$ cat config.mk
export PLATFORM = sky130hd
export DESIGN_NAME = masked_sprite_nearest_upscaler_core
export DESIGN_NICKNAME = d
export VERILOG_FILES = /design/src/hdl/msnu_pkg.sv /design/src/hdl/masked_sprite_nearest_upscaler_core.sv /design/src/hdl/msnu_fifo.sv /design/src/hdl/msnu_front.sv /design/src/hdl/msnu_back.sv
export SDC_FILE = /design/constraint.sdc
export NUM_CORES = 1
export LEC_CHECK = 0
export ABC_AREA = 1
export BUFFER_PORTS_ARGS = -buffer_cell sky130_fd_sc_hd__buf_2
export CORE_ASPECT_RATIO = 0.7
export CORE_MARGIN = 4
export CORE_UTILIZATION = 50
export CTS_BUF_LIST = sky130_fd_sc_hd__clkbuf_8
export DETAILED_ROUTE_END_ITERATION = 10
export GPL_TIMING_DRIVEN = 0
export PLACE_DENSITY_LB_ADDON = 0.25
export SYNTH_ARGS = -nofsm -noshare
export SYNTH_HDL_FRONTEND = slang
export SYNTH_SLANG_ARGS = --single-unit
$ cat constraint.sdc
create_clock -name clk_i -period 6.6 [get_ports clk_i]
set_input_delay 1.32 -clock clk_i [delete_from_list [all_inputs] [get_ports clk_i]]
set_output_delay 1.32 -clock clk_i [all_outputs]
set_load 0.03 [all_outputs]
$ cat src/hdl/msnu_pkg.sv
// Shared types and constants for the masked sprite nearest upscaler.
`default_nettype none
package msnu_pkg;

  localparam int ADDR_W  = 5;
  localparam int DATA_W  = 32;
  localparam int SCALE_W = 4;
  localparam int SIDE_W  = 7;
  localparam int COORD_W = 16;
  localparam int COLOR_W = 16;

  // Register indexes (word address = paddr[4:2])
  localparam logic [2:0] REG_SCALE      = 3'd0;
  localparam logic [2:0] REG_WIDTH      = 3'd1;
  localparam logic [2:0] REG_HEIGHT     = 3'd2;
  localparam logic [2:0] REG_ORIGIN_X   = 3'd3;
  localparam logic [2:0] REG_ORIGIN_Y   = 3'd4;
  localparam logic [2:0] REG_BACKGROUND = 3'd5;

  // Configuration as seen by the front part
  typedef struct packed {
    logic [SCALE_W-1:0]        scale;
    logic [SIDE_W-1:0]         sprite_width;
    logic [SIDE_W-1:0]         sprite_height;
    logic signed [COORD_W-1:0] origin_x;
    logic signed [COORD_W-1:0] origin_y;
    logic [COLOR_W-1:0]        background_color;
  } cfg_t;

  // One block to draw: corner, color, side length and end-of-sprite flag
  typedef struct packed {
    logic [COORD_W-1:0] base_x;
    logic [COORD_W-1:0] base_y;
    logic [COLOR_W-1:0] color;
    logic [SCALE_W-1:0] scale;
    logic               last_pixel;
  } desc_t;

endpackage : msnu_pkg
`default_nettype wire

$ cat src/hdl/masked_sprite_nearest_upscaler_core.sv
// Top level of the masked sprite nearest upscaler: config registers and part wiring.
//
// Usage: source pixels enter in raster order on the input channel
// (in_valid_i/in_ready_o with pixel_color_i and opaque_i). Each pixel turns
// into a scale-by-scale block of screen writes on the output channel
// (out_valid_o/out_ready_i), emitted row by row, left to right. block_last_o
// marks the final write of a block, sprite_last_o the final write of the
// sprite. An accepted pixel is queued as a descriptor, and its first write then
// passes the output register. Throughput: one write per cycle while the receiver
// is ready, set by the back part's single write path; an item gives scale*scale
// writes (16 at scale 4, one at scale 1). The front part takes a new item each
// cycle while the descriptor queue has room, so it keeps accepting while the back
// part works or the receiver stalls; a stall holds the output register and then
// fills the queue, after which in_ready_o drops. A scale of zero drops the pixel's
// writes but still advances the position counters. Reset clears the counters,
// the queue and the output valid, and loads the register defaults (scale 1,
// 32x32 sprite, origin 0, black background). Write registers over the APB
// port only while the block is idle.
`default_nettype none
module masked_sprite_nearest_upscaler_core
  import msnu_pkg::*;
#(
  parameter int MAX_SPRITE_SIDE = 64,
  parameter int MAX_SCALE       = 8
) (
  input  wire logic                 clk_i,
  input  wire logic                 rst_ni,
  // configuration port
  input  wire logic                 psel,
  input  wire logic                 penable,
  input  wire logic                 pwrite,
  input  wire logic [ADDR_W-1:0]    paddr,
  input  wire logic [DATA_W-1:0]    pwdata,
  output logic [DATA_W-1:0]         prdata,
  output logic                      pready,
  // source pixels
  input  wire logic                 in_valid_i,
  output logic                      in_ready_o,
  input  wire logic [COLOR_W-1:0]   pixel_color_i,
  input  wire logic                 opaque_i,
  // screen writes
  output logic                      out_valid_o,
  input  wire logic                 out_ready_i,
  output logic signed [COORD_W-1:0] screen_x_o,
  output logic signed [COORD_W-1:0] screen_y_o,
  output logic [COLOR_W-1:0]        color_o,
  output logic                      block_last_o,
  output logic                      sprite_last_o
);

  localparam int QueueDepth = 4;

  cfg_t        cfg_q;
  logic [2:0]  reg_idx;
  logic        cfg_wr;
  logic        push, full, pop, empty;
  desc_t       push_data, head;

  // Register file: word-addressed, write on the APB access phase
  assign pready  = 1'b1;
  assign reg_idx = paddr[4:2];
  assign cfg_wr  = psel && penable && pwrite && pready;

  always_ff @(posedge clk_i or negedge rst_ni) begin
    if (!rst_ni) begin
      cfg_q.scale            <= SCALE_W'(1);
      cfg_q.sprite_width     <= SIDE_W'(32);
      cfg_q.sprite_height    <= SIDE_W'(32);
      cfg_q.origin_x         <= '0;
      cfg_q.origin_y         <= '0;
      cfg_q.background_color <= '0;
    end else if (cfg_wr) begin
      case (reg_idx)
        REG_SCALE:      cfg_q.scale            <= pwdata[SCALE_W-1:0];
        REG_WIDTH:      cfg_q.sprite_width     <= pwdata[SIDE_W-1:0];
        REG_HEIGHT:     cfg_q.sprite_height    <= pwdata[SIDE_W-1:0];
        REG_ORIGIN_X:   cfg_q.origin_x         <= pwdata[COORD_W-1:0];
        REG_ORIGIN_Y:   cfg_q.origin_y         <= pwdata[COORD_W-1:0];
        REG_BACKGROUND: cfg_q.background_color <= pwdata[COLOR_W-1:0];
        default: ;
      endcase
    end
  end

  // Read back the raw register values
  always_comb begin
    case (reg_idx)
      REG_SCALE:      prdata = DATA_W'(cfg_q.scale);
      REG_WIDTH:      prdata = DATA_W'(cfg_q.sprite_width);
      REG_HEIGHT:     prdata = DATA_W'(cfg_q.sprite_height);
      REG_ORIGIN_X:   prdata = DATA_W'(unsigned'(cfg_q.origin_x));
      REG_ORIGIN_Y:   prdata = DATA_W'(unsigned'(cfg_q.origin_y));
      REG_BACKGROUND: prdata = DATA_W'(cfg_q.background_color);
      default:        prdata = '0;
    endcase
  end

  // Front: position tracking and block descriptors
  msnu_front #(
    .MAX_SPRITE_SIDE(MAX_SPRITE_SIDE),
    .MAX_SCALE      (MAX_SCALE)
  ) u_front (
    .clk_i        (clk_i),
    .rst_ni       (rst_ni),
    .cfg_i        (cfg_q),
    .in_valid_i   (in_valid_i),
    .in_ready_o   (in_ready_o),
    .pixel_color_i(pixel_color_i),
    .opaque_i     (opaque_i),
    .push_o       (push),
    .push_data_o  (push_data),
    .full_i       (full)
  );

  // Queue decouples pixel intake from block expansion
  msnu_fifo #(
    .DEPTH(QueueDepth)
  ) u_fifo (
    .clk_i      (clk_i),
    .rst_ni     (rst_ni),
    .push_i     (push),
    .push_data_i(push_data),
    .full_o     (full),
    .pop_i      (pop),
    .head_o     (head),
    .empty_o    (empty)
  );

  // Back: one screen write per cycle into the output register while not stalled
  msnu_back u_back (
    .clk_i        (clk_i),
    .rst_ni       (rst_ni),
    .head_i       (head),
    .empty_i      (empty),
    .pop_o        (pop),
    .out_valid_o  (out_valid_o),
    .out_ready_i  (out_ready_i),
    .screen_x_o   (screen_x_o),
    .screen_y_o   (screen_y_o),
    .color_o      (color_o),
    .block_last_o (block_last_o),
    .sprite_last_o(sprite_last_o)
  );

endmodule : masked_sprite_nearest_upscaler_core
`default_nettype wire

$ cat src/hdl/msnu_fifo.sv
// Small descriptor queue between the front and back parts.
`default_nettype none
module msnu_fifo
  import msnu_pkg::*;
#(
  parameter int DEPTH = 4
) (
  input  wire logic  clk_i,
  input  wire logic  rst_ni,
  input  wire logic  push_i,
  input  wire desc_t push_data_i,
  output logic       full_o,
  input  wire logic  pop_i,
  output desc_t      head_o,
  output logic       empty_o
);

  localparam int PtrW = (DEPTH > 1) ? $clog2(DEPTH) : 1;
  localparam int CntW = $clog2(DEPTH + 1);

  desc_t            mem_q [DEPTH];
  logic [PtrW-1:0]  wr_ptr_q, rd_ptr_q;
  logic [CntW-1:0]  count_q;
  logic             do_push, do_pop;

  assign full_o  = (count_q == CntW'(DEPTH));
  assign empty_o = (count_q == '0);
  assign head_o  = mem_q[rd_ptr_q];
  assign do_push = push_i && !full_o;
  assign do_pop  = pop_i && !empty_o;

  always_ff @(posedge clk_i) begin
    if (do_push) begin
      mem_q[wr_ptr_q] <= push_data_i;
    end
  end

  always_ff @(posedge clk_i or negedge rst_ni) begin
    if (!rst_ni) begin
      wr_ptr_q <= '0;
      rd_ptr_q <= '0;
      count_q  <= '0;
    end else begin
      if (do_push) begin
        wr_ptr_q <= (wr_ptr_q == PtrW'(DEPTH - 1)) ? '0 : wr_ptr_q + 1'b1;
      end
      if (do_pop) begin
        rd_ptr_q <= (rd_ptr_q == PtrW'(DEPTH - 1)) ? '0 : rd_ptr_q + 1'b1;
      end
      if (do_push && !do_pop) begin
        count_q <= count_q + 1'b1;
      end else if (do_pop && !do_push) begin
        count_q <= count_q - 1'b1;
      end
    end
  end

endmodule : msnu_fifo
`default_nettype wire

$ cat src/hdl/msnu_front.sv
// Front part: accept source pixels, track position, build block descriptors.
`default_nettype none
module msnu_front
  import msnu_pkg::*;
#(
  parameter int MAX_SPRITE_SIDE = 64,
  parameter int MAX_SCALE       = 8
) (
  input  wire logic               clk_i,
  input  wire logic               rst_ni,
  input  wire cfg_t               cfg_i,
  input  wire logic               in_valid_i,
  output logic                    in_ready_o,
  input  wire logic [COLOR_W-1:0] pixel_color_i,
  input  wire logic               opaque_i,
  output logic                    push_o,
  output desc_t                   push_data_o,
  input  wire logic               full_i
);

  localparam int CntW  = $clog2(MAX_SPRITE_SIDE);
  localparam int SideW = $clog2(MAX_SPRITE_SIDE + 1);
  localparam int CmpW  = (SideW > SIDE_W) ? SideW : SIDE_W;

  logic [CntW-1:0]    col_q, col_d, row_q, row_d;
  logic [CmpW-1:0]    w_raw, h_raw, w_c, h_c;
  logic [CmpW-1:0]    col_eff, row_eff, col_inc, row_inc;
  logic [SCALE_W-1:0] s_sat;
  logic               accept;

  // Clamp sizes and scale into their legal ranges
  always_comb begin
    w_raw = CmpW'(cfg_i.sprite_width);
    h_raw = CmpW'(cfg_i.sprite_height);
    if (w_raw == '0) begin
      w_c = CmpW'(1);
    end else if (w_raw > CmpW'(MAX_SPRITE_SIDE)) begin
      w_c = CmpW'(MAX_SPRITE_SIDE);
    end else begin
      w_c = w_raw;
    end
    if (h_raw == '0) begin
      h_c = CmpW'(1);
    end else if (h_raw > CmpW'(MAX_SPRITE_SIDE)) begin
      h_c = CmpW'(MAX_SPRITE_SIDE);
    end else begin
      h_c = h_raw;
    end
    s_sat = (int'(cfg_i.scale) > MAX_SCALE) ? SCALE_W'(MAX_SCALE) : cfg_i.scale;
  end

  // Restart a counter that sits beyond a lowered size, then step
  always_comb begin
    col_eff = (CmpW'(col_q) >= w_c) ? '0 : CmpW'(col_q);
    row_eff = (CmpW'(row_q) >= h_c) ? '0 : CmpW'(row_q);
    col_inc = col_eff + 1'b1;
    row_inc = row_eff + 1'b1;
    if (col_inc >= w_c) begin
      col_d = '0;
      row_d = (row_inc >= h_c) ? '0 : CntW'(row_inc);
    end else begin
      col_d = CntW'(col_inc);
      row_d = CntW'(row_eff);
    end
  end

  assign in_ready_o = !full_i;
  assign accept     = in_valid_i && in_ready_o;
  // Drop the pixel's writes when scale is zero; the counters still advance
  assign push_o     = accept && (s_sat != '0);

  always_comb begin
    push_data_o.base_x     = cfg_i.origin_x + (COORD_W'(col_eff) * COORD_W'(s_sat));
    push_data_o.base_y     = cfg_i.origin_y + (COORD_W'(row_eff) * COORD_W'(s_sat));
    push_data_o.color      = opaque_i ? pixel_color_i : cfg_i.background_color;
    push_data_o.scale      = s_sat;
    push_data_o.last_pixel = (col_eff == w_c - 1'b1) && (row_eff == h_c - 1'b1);
  end

  always_ff @(posedge clk_i or negedge rst_ni) begin
    if (!rst_ni) begin
      col_q <= '0;
      row_q <= '0;
    end else if (accept) begin
      col_q <= col_d;
      row_q <= row_d;
    end
  end

endmodule : msnu_front
`default_nettype wire

$ cat src/hdl/msnu_back.sv
// Back part: walk each block row by row; one write per cycle unless stalled.
`default_nettype none
module msnu_back
  import msnu_pkg::*;
(
  input  wire logic                clk_i,
  input  wire logic                rst_ni,
  input  wire desc_t               head_i,
  input  wire logic                empty_i,
  output logic                     pop_o,
  output logic                     out_valid_o,
  input  wire logic                out_ready_i,
  output logic signed [COORD_W-1:0] screen_x_o,
  output logic signed [COORD_W-1:0] screen_y_o,
  output logic [COLOR_W-1:0]       color_o,
  output logic                     block_last_o,
  output logic                     sprite_last_o
);

  logic [SCALE_W-1:0] dx_q, dy_q;
  logic               out_valid_q;
  logic               fire, dx_last, dy_last, blk_last;

  assign fire     = !empty_i && (!out_valid_q || out_ready_i);
  assign dx_last  = (dx_q == head_i.scale - 1'b1);
  assign dy_last  = (dy_q == head_i.scale - 1'b1);
  assign blk_last = dx_last && dy_last;
  assign pop_o    = fire && blk_last;
  assign out_valid_o = out_valid_q;

  // Output register: payload holds while the receiver stalls
  always_ff @(posedge clk_i) begin
    if (fire) begin
      screen_x_o    <= head_i.base_x + COORD_W'(dx_q);
      screen_y_o    <= head_i.base_y + COORD_W'(dy_q);
      color_o       <= head_i.color;
      block_last_o  <= blk_last;
      sprite_last_o <= blk_last && head_i.last_pixel;
    end
  end

  always_ff @(posedge clk_i or negedge rst_ni) begin
    if (!rst_ni) begin
      out_valid_q <= 1'b0;
      dx_q        <= '0;
      dy_q        <= '0;
    end else begin
      if (fire) begin
        out_valid_q <= 1'b1;
        if (dx_last) begin
          dx_q <= '0;
          dy_q <= dy_last ? '0 : dy_q + 1'b1;
        end else begin
          dx_q <= dx_q + 1'b1;
        end
      end else if (out_ready_i) begin
        out_valid_q <= 1'b0;
      end
    end
  end

endmodule : msnu_back
`default_nettype wire
# --- Word level (Yosys, flattened, before mapping) ---
# Memories as Yosys holds them, arrays and structs flattened.
# Index checks and enable logic that the tools add are counted.
word_totals:
  register_bits: 144
  ram_bits: 212
  inputBits: 61
  output_inout_bits: 85
  wordCells: 111
  memories: 1
op_classes:
  add_sub_neg: 15
  mul: 2
  magnitude_cmp: 7
  n_eq_ne: 12
  muxes: 22
  reduce_logical: 33
mem_list:
  columns: ["memory", "words", "width", "rd", "rd_ports_with_merged_regs", "wr", "line_no", "rtl"]
  rows:
  - ["u_fifo.mem_q", 4, 53, 1, 0, 1, "msnu_fifo.sv:21", "desc_t mem_q [DEPTH];"]
ops:
  columns: ["cell", "n"]
  rows:
  - ["case mux 16 bit (6 select lines)", 1]
  - ["adder 16 x 11 -> 16 bit", 2]
  - ["adder 16 x 4 -> 16 bit", 2]
  - ["two-way mux 6 bit", 5]
  - ["two-way mux 7 bit", 4]
  - ["multiplier 7 x 4 -> 11 bit", 2]
  - ["two-way mux 16 bit", 1]
  - ["adder 7 x 1 -> 7 bit (second input constant)", 2]
  - ["== test 7 bit", 2]
  - ["greater-or-equal comparator 6 x 7 -> 1 bit", 2]
  - ["greater-or-equal comparator 7 bit", 2]
  - ["> comparator 7 bit (second input constant)", 2]
  - ["zero test 7 bit", 2]
  - ["AND reduction 2 bit", 7]
  - ["subtractor 7 x 1 -> 7 bit (second input constant)", 2]
  - ["logical AND 1 bit", 13]
  - ["two-way mux 4 bit", 3]
  - ["== test 3 bit (second input constant)", 3]
  - ["adder 4 x 1 -> 4 bit (second input constant)", 2]
  - ["== test 4 bit", 2]
  - ["== test 3 x 2 -> 1 bit (second input constant)", 2]
  - ["zero test 3 bit", 2]
  - ["two-way mux 3 bit", 2]
  - ["zero test 1 bit", 5]
  - ["12 further kinds", 19]

# --- Logic depth before layout (Yosys ltp) ---
depth:
  ltp_word: 9
  ltp_mapped: 30
  depth_no_buf: 30

# --- Modules after synthesis ---
# Synthesis repeated with hierarchy kept, for this count alone.
hier_totals:
  cells_unflattened: 2081
  area_unflattened_um2: 20131.8
modules_own_cells:
  columns: ["module", "instances", "cells_per_inst", "area_per_inst_um2"]
  rows:
  - ["msnu_fifo", 1, 679, 9152.5]
  - ["msnu_front", 1, 673, 4578.1]
  - ["masked_sprite_nearest_upscaler_core", 1, 434, 3369.5]
  - ["msnu_back", 1, 295, 3031.7]

# --- Least setup slack after synthesis ---
# No wires, ideal clock.
synth_timing:
  kind: "register to register"
  from: "reg cfg_q[60] (netlist name)"
  to: "mem u_fifo.mem_q[0][49] (netlist name), data pin"
  setup_ps: 276
  arrival_time_ps: 4764
  slack_ps: 1559
  stages_incl_launch_ff: 28
  n_path_buf: 0
  synth_period_minus_slack_ps: 5041
  path_cell_list: "dfstp_2 > inv_1 > nand2_1 > inv_1 > nand2_1 > nand2_1 > nand2_1 > ha_1 > nand2_1 > nand2_1 > a21boi_4 > nand3_2 > nor2_1 > inv_1 > nor2_1 > fa_1 > fa_1 > inv_1 > fa_1 > inv_1 > ha_1 > nand2_1 > nand2_1 > a21oi_1 > nand2_1 > a21boi_0 > o21ai_0 > xor2_1"
synth_rtl:
  columns: ["item", "line_no", "rtl"]
  rows:
  - ["start: declaration", "masked_sprite_nearest_upscaler_core.sv:53", "cfg_t cfg_q;"]
  - ["end: declaration", "msnu_fifo.sv:21", null]

==> results.sh <==
export IMPL_cpMostUsedCell="nand2_1"
export IMPL_ys_types=59
export IMPL_place_hpwl_microns=37900
export IMPL_grt_util_met3_pct=5.90
export IMPL_die_w_microns=241
export IMPL_path_class="reg -> reg"
export IMPL_power_frac_comb_pct=37.4
export IMPL_cts_setup_buffers=0
export IMPL_port_buffers=110
export IMPL_synth_area_sq_um=19000
export IMPL_grt_pass1_wl_microns=78600
export IMPL_grt_max_degree=70
export IMPL_placed_area_sq_um=20400
export IMPL_synth_top_area_cell="edfxtp_1"
export IMPL_max_clock_freq_ghz=0.165
export IMPL_maxSlewViolCount=0
export IMPL_period_minus_slack_ns=6.06
export IMPL_drt_wl_total_microns=50800
export IMPL_clk_path_buf_depth=3
export IMPL_max_cap_viol_count=0
export IMPL_p_sw_share_pct=39.8
export IMPL_seq_area_sq_um=10200
export IMPL_worst_setup_path_end_kind="register"
export IMPL_fp_row_count=59
export IMPL_antenna_found_initial=0
export IMPL_cts_root_buf="clkbuf_8"
export IMPL_power_density_nw_per_um2=388
export IMPL_use_met2_pct=37.9
export IMPL_r2r_start="cfg_q[56]"
export IMPL_core_area_sq_um=37300
export IMPL_grt_overflow=0
export IMPL_cp_top_family="adder cells"
export IMPL_numCtsBuffers=53
export IMPL_period_share_pct=91.8
export IMPL_h_tree_depth=2
export IMPL_grtUsageTotal_pct=24.7
export IMPL_synthFlopType="edfxtp_1"
export IMPL_startpoint="cfg_q[56]"
export IMPL_final_area_sq_um=21500
export IMPL_max_stage_delay_ns=0.56
export IMPL_outcome="completed"
export IMPL_p_int_w=0.00501
export IMPL_slew_headroom_pct=9.10
export IMPL_area_growth_pct=13.1
export IMPL_synth_edf_count=262
export IMPL_cts_tree="built"
export IMPL_ir_worst_vdd_mv=0.213
export IMPL_first_global_vias=13900
export IMPL_ant_nets=0
export IMPL_worstMarginPinSlew_ns=1.35
export IMPL_busiest_layer="met2"
export IMPL_diodes=0
export IMPL_drtIter0Drc=1264
export IMPL_drive_above_1_share_pct=14.2
export IMPL_synth_top_area_share_pct=41.5
export IMPL_synth_async_reset_ratio_pct=26.4
export IMPL_syn_area_per_cell_sq_um=9.97
export IMPL_crit_chain="inv_1, nand2_1, nor2_1, nand2_1, nand2_1, nand2_1, ha_1, nand2_1, nand2_1, a21boi_4, nand3_2, nor2_1, nand2_1, fa_1, fa_1, fa_1, inv_1, ha_1, nand3_1, nand2_1, a21oi_1, o21bai_1, xor2_1"
export IMPL_die_height_microns=171
export IMPL_cts_sinks=356
export IMPL_n_fill_cell=3181
export IMPL_grt_util_met1_pct=36.0
export IMPL_yosys_top_cells_count="nand2_1, edfxtp_1, inv_1, o21ai_0, nor2_1"
export IMPL_critPathLaunchType="register"
export IMPL_cp_slowest_cell="xor2_1"
export IMPL_hold_start="cfg_q[22]"
export IMPL_start_util_pct=50.9
export IMPL_fin_worst_skew_ns=0.0471
export IMPL_rsz0062_at_grt="no"
export IMPL_hold_ws_ns=0.490
export IMPL_yosys_warnings=0
export IMPL_ctsResizeCount=0
export IMPL_r2r_end="u_fifo.mem_q[2][44]"
export IMPL_cts_hold_buffers=0
export IMPL_vias_per_cell=5.48
export IMPL_clock_latency_ns=0.64
export IMPL_critPathBufInv=2
export IMPL_synth_most_common_cell="nand2_1"
export IMPL_nNetsFinal=2272
export IMPL_rr_worst_depth=23
export IMPL_ys_seq_area_share_pct=53.9
export IMPL_p_seq_share_pct=41.2
export IMPL_switchingPower_w=0.00331
export IMPL_vias=14400
export IMPL_clk_pin_slew_worst_paths_ns=0.06
export IMPL_crit_path_max_fanout=5
export IMPL_timing_hold_violations_final=0
export IMPL_netlist_top_cells_area="edfxtp_1, dfrtp_1, nand2_1"
export IMPL_finalSetupViolations=0
export IMPL_required_ns=6.92
export IMPL_worstPathArrival_ns=6.37
export IMPL_crit_path_end="u_fifo.mem_q[2][44]"
export IMPL_route_detailed_drc=0
export IMPL_synth_cells=1903
export IMPL_r2r_slack_ns=0.54
export IMPL_routedWlPerCell_microns=19.3
export IMPL_crit_cells=23
export IMPL_gp_congestion=0.933
export IMPL_p_leak_nw=9.57
export IMPL_min_path_type="reg -> reg"
export IMPL_design_die_area_sq_um=41200
export IMPL_ios=146
export IMPL_synth_seq_cells=356
export IMPL_dr_pass1_iters=5
export IMPL_p_clk_share_pct=21.5
export IMPL_multiInputGateArea_sq_um=7450
## worst min path at each step
stage,slack (ns),cells past startpoint,to
after floorplan,0.45,2,cfg_q[18]
after global placement,0.47,2,cfg_q[38]
after detailed placement,0.47,2,cfg_q[36]
after CTS,0.49,2,cfg_q[36]
after global routing,0.51,2,cfg_q[22]
final,0.49,2,cfg_q[22]
## worst register-to-register path, delay by kind of cell, from the launching register on
| family | cells | cell delay (ns) |
|---|---|---|
| fa+ha+maj | 5 | 2.32 |
| simple gates | 12 | 1.68 |
| compound gates | 3 | 0.60 |
| xor+xnor | 1 | 0.56 |
| flops | 1 | 0.45 |
| buf+inv | 2 | 0.13 |
## per-layer routing
metal  vias to the layer above  wire length [microns]  share of wire, %
met4                         0                   1000               2.0
met1                      6869                  22500                44
met2                       602                  22300                44
li1                       6801                      -                 -
met3                        90                   4910               9.7
met5                         -                      0                 0
## cell families (layout without fill, tap and decap cells)
family / Yosys count / in the layout / synth area share, %
and+or+nand+nor: 744 / 744 / 17.1
DFF: 356 / 356 / 53.9
buffers and inverters: 317 / 534 / 7.32
AOI/OAI and AO/OA: 303 / 303 / 9.60
adders and majority gates: 120 / 120 / 9.22
xor gates and xnor gates: 61 / 61 / 2.82
other: 2 / 17 / 0.0396
## final cells by class
| cell class | instances | area share (%) |
|---|---|---|
| Buffer | 75 | 2.22 |
| Clock buffer | 63 | 4.04 |
| Clock inverter | 36 | 0.898 |
| Inverter | 242 | 4.27 |
| Multi-Input combinational cell | 1245 | 34.7 |
| Sequential cell | 356 | 47.6 |
| Tap cell | 488 | 2.85 |
| Timing Repair Buffer | 118 | 3.39 |
## cells in the final DEF, fill, tap and decap left out, types with 7 or more instances in the layout
| master | Yosys | routed |
|---|---|---|
| nand2_1 | 389 | 389 |
| edfxtp_1 | 262 | 262 |
| inv_1 | 231 | 248 |
| o21ai_0 | 164 | 163 |
| nor2_1 | 161 | 157 |
| buf_2 | 13 | 121 |
| nand3_1 | 105 | 105 |
| dfrtp_1 | 91 | 91 |
| ha_1 | 87 | 87 |
| clkbuf_8 | 0 | 63 |
| xor2_1 | 51 | 51 |
| a21oi_1 | 38 | 38 |
| o22ai_1 | 34 | 34 |
| fa_1 | 33 | 33 |
| clkbuf_1 | 29 | 29 |
| nand4_1 | 28 | 28 |
| buf_4 | 22 | 24 |
| conb_1 | 2 | 17 |
| nand3_2 | 13 | 13 |
| nor3_1 | 10 | 10 |
| clkinv_1 | 3 | 10 |
| xnor2_1 | 10 | 10 |
| o21ai_1 | 8 | 9 |
| a22oi_1 | 9 | 9 |
| buf_6 | 8 | 8 |
| nand2_2 | 8 | 8 |
| buf_12 | 2 | 8 |
| clkinv_2 | 0 | 8 |
| inv_2 | 7 | 7 |
| nor2_2 | 7 | 7 |
| nor2_4 | 3 | 7 |
| o221ai_1 | 7 | 7 |
## flip-flops by register name (all words and copies together) (netlist names)
name / cells
u_back.color_o: 16
u_fifo.wr_ptr_q: 2
u_back.block_last_o: 1
u_fifo.count_q: 3
u_back.dy_q: 4
u_front.row_q: 6
u_back.screen_x_o: 16
u_back.dx_q: 4
u_back.out_valid_o: 1
u_fifo.rd_ptr_q: 2
u_back.sprite_last_o: 1
u_back.screen_y_o: 16
cfg_q: 66
u_front.col_q: 6
u_fifo.mem_q: 212
## power groups by stage
stage,clock [W],combinational [W],sequential [W]
after floorplan,0,0.00176,0.00376
after global placement,0,0.00293,0.00350
after detailed placement,0,0.00309,0.00347
after CTS,0.00182,0.00310,0.00343
after global routing,0.00193,0.00343,0.00347
final,0.00179,0.00311,0.00342
## stage by stage
| stage | setup TNS, ns | total power [W] | util, % | std cells | setup WS [ns] |
|---|---|---|---|---|---|
| 2_1_floorplan | 0 | 0.00553 | - | 1918 | 1.56 |
| 3_3_place_gp | -113.78 | 0.00643 | 54.2 | 2516 | -0.713 |
| 3_5_place_dp | 0 | 0.00656 | 54.7 | 2524 | 0.683 |
| 4_1_cts | 0 | 0.00835 | 57.6 | 2623 | 0.640 |
| 5_1_grt | 0 | 0.00884 | 57.6 | 2623 | 0.201 |
| 6_report | 0 | 0.00832 | 57.6 | 2623 | 0.543 |
Power figures use the tool's default switching activity.
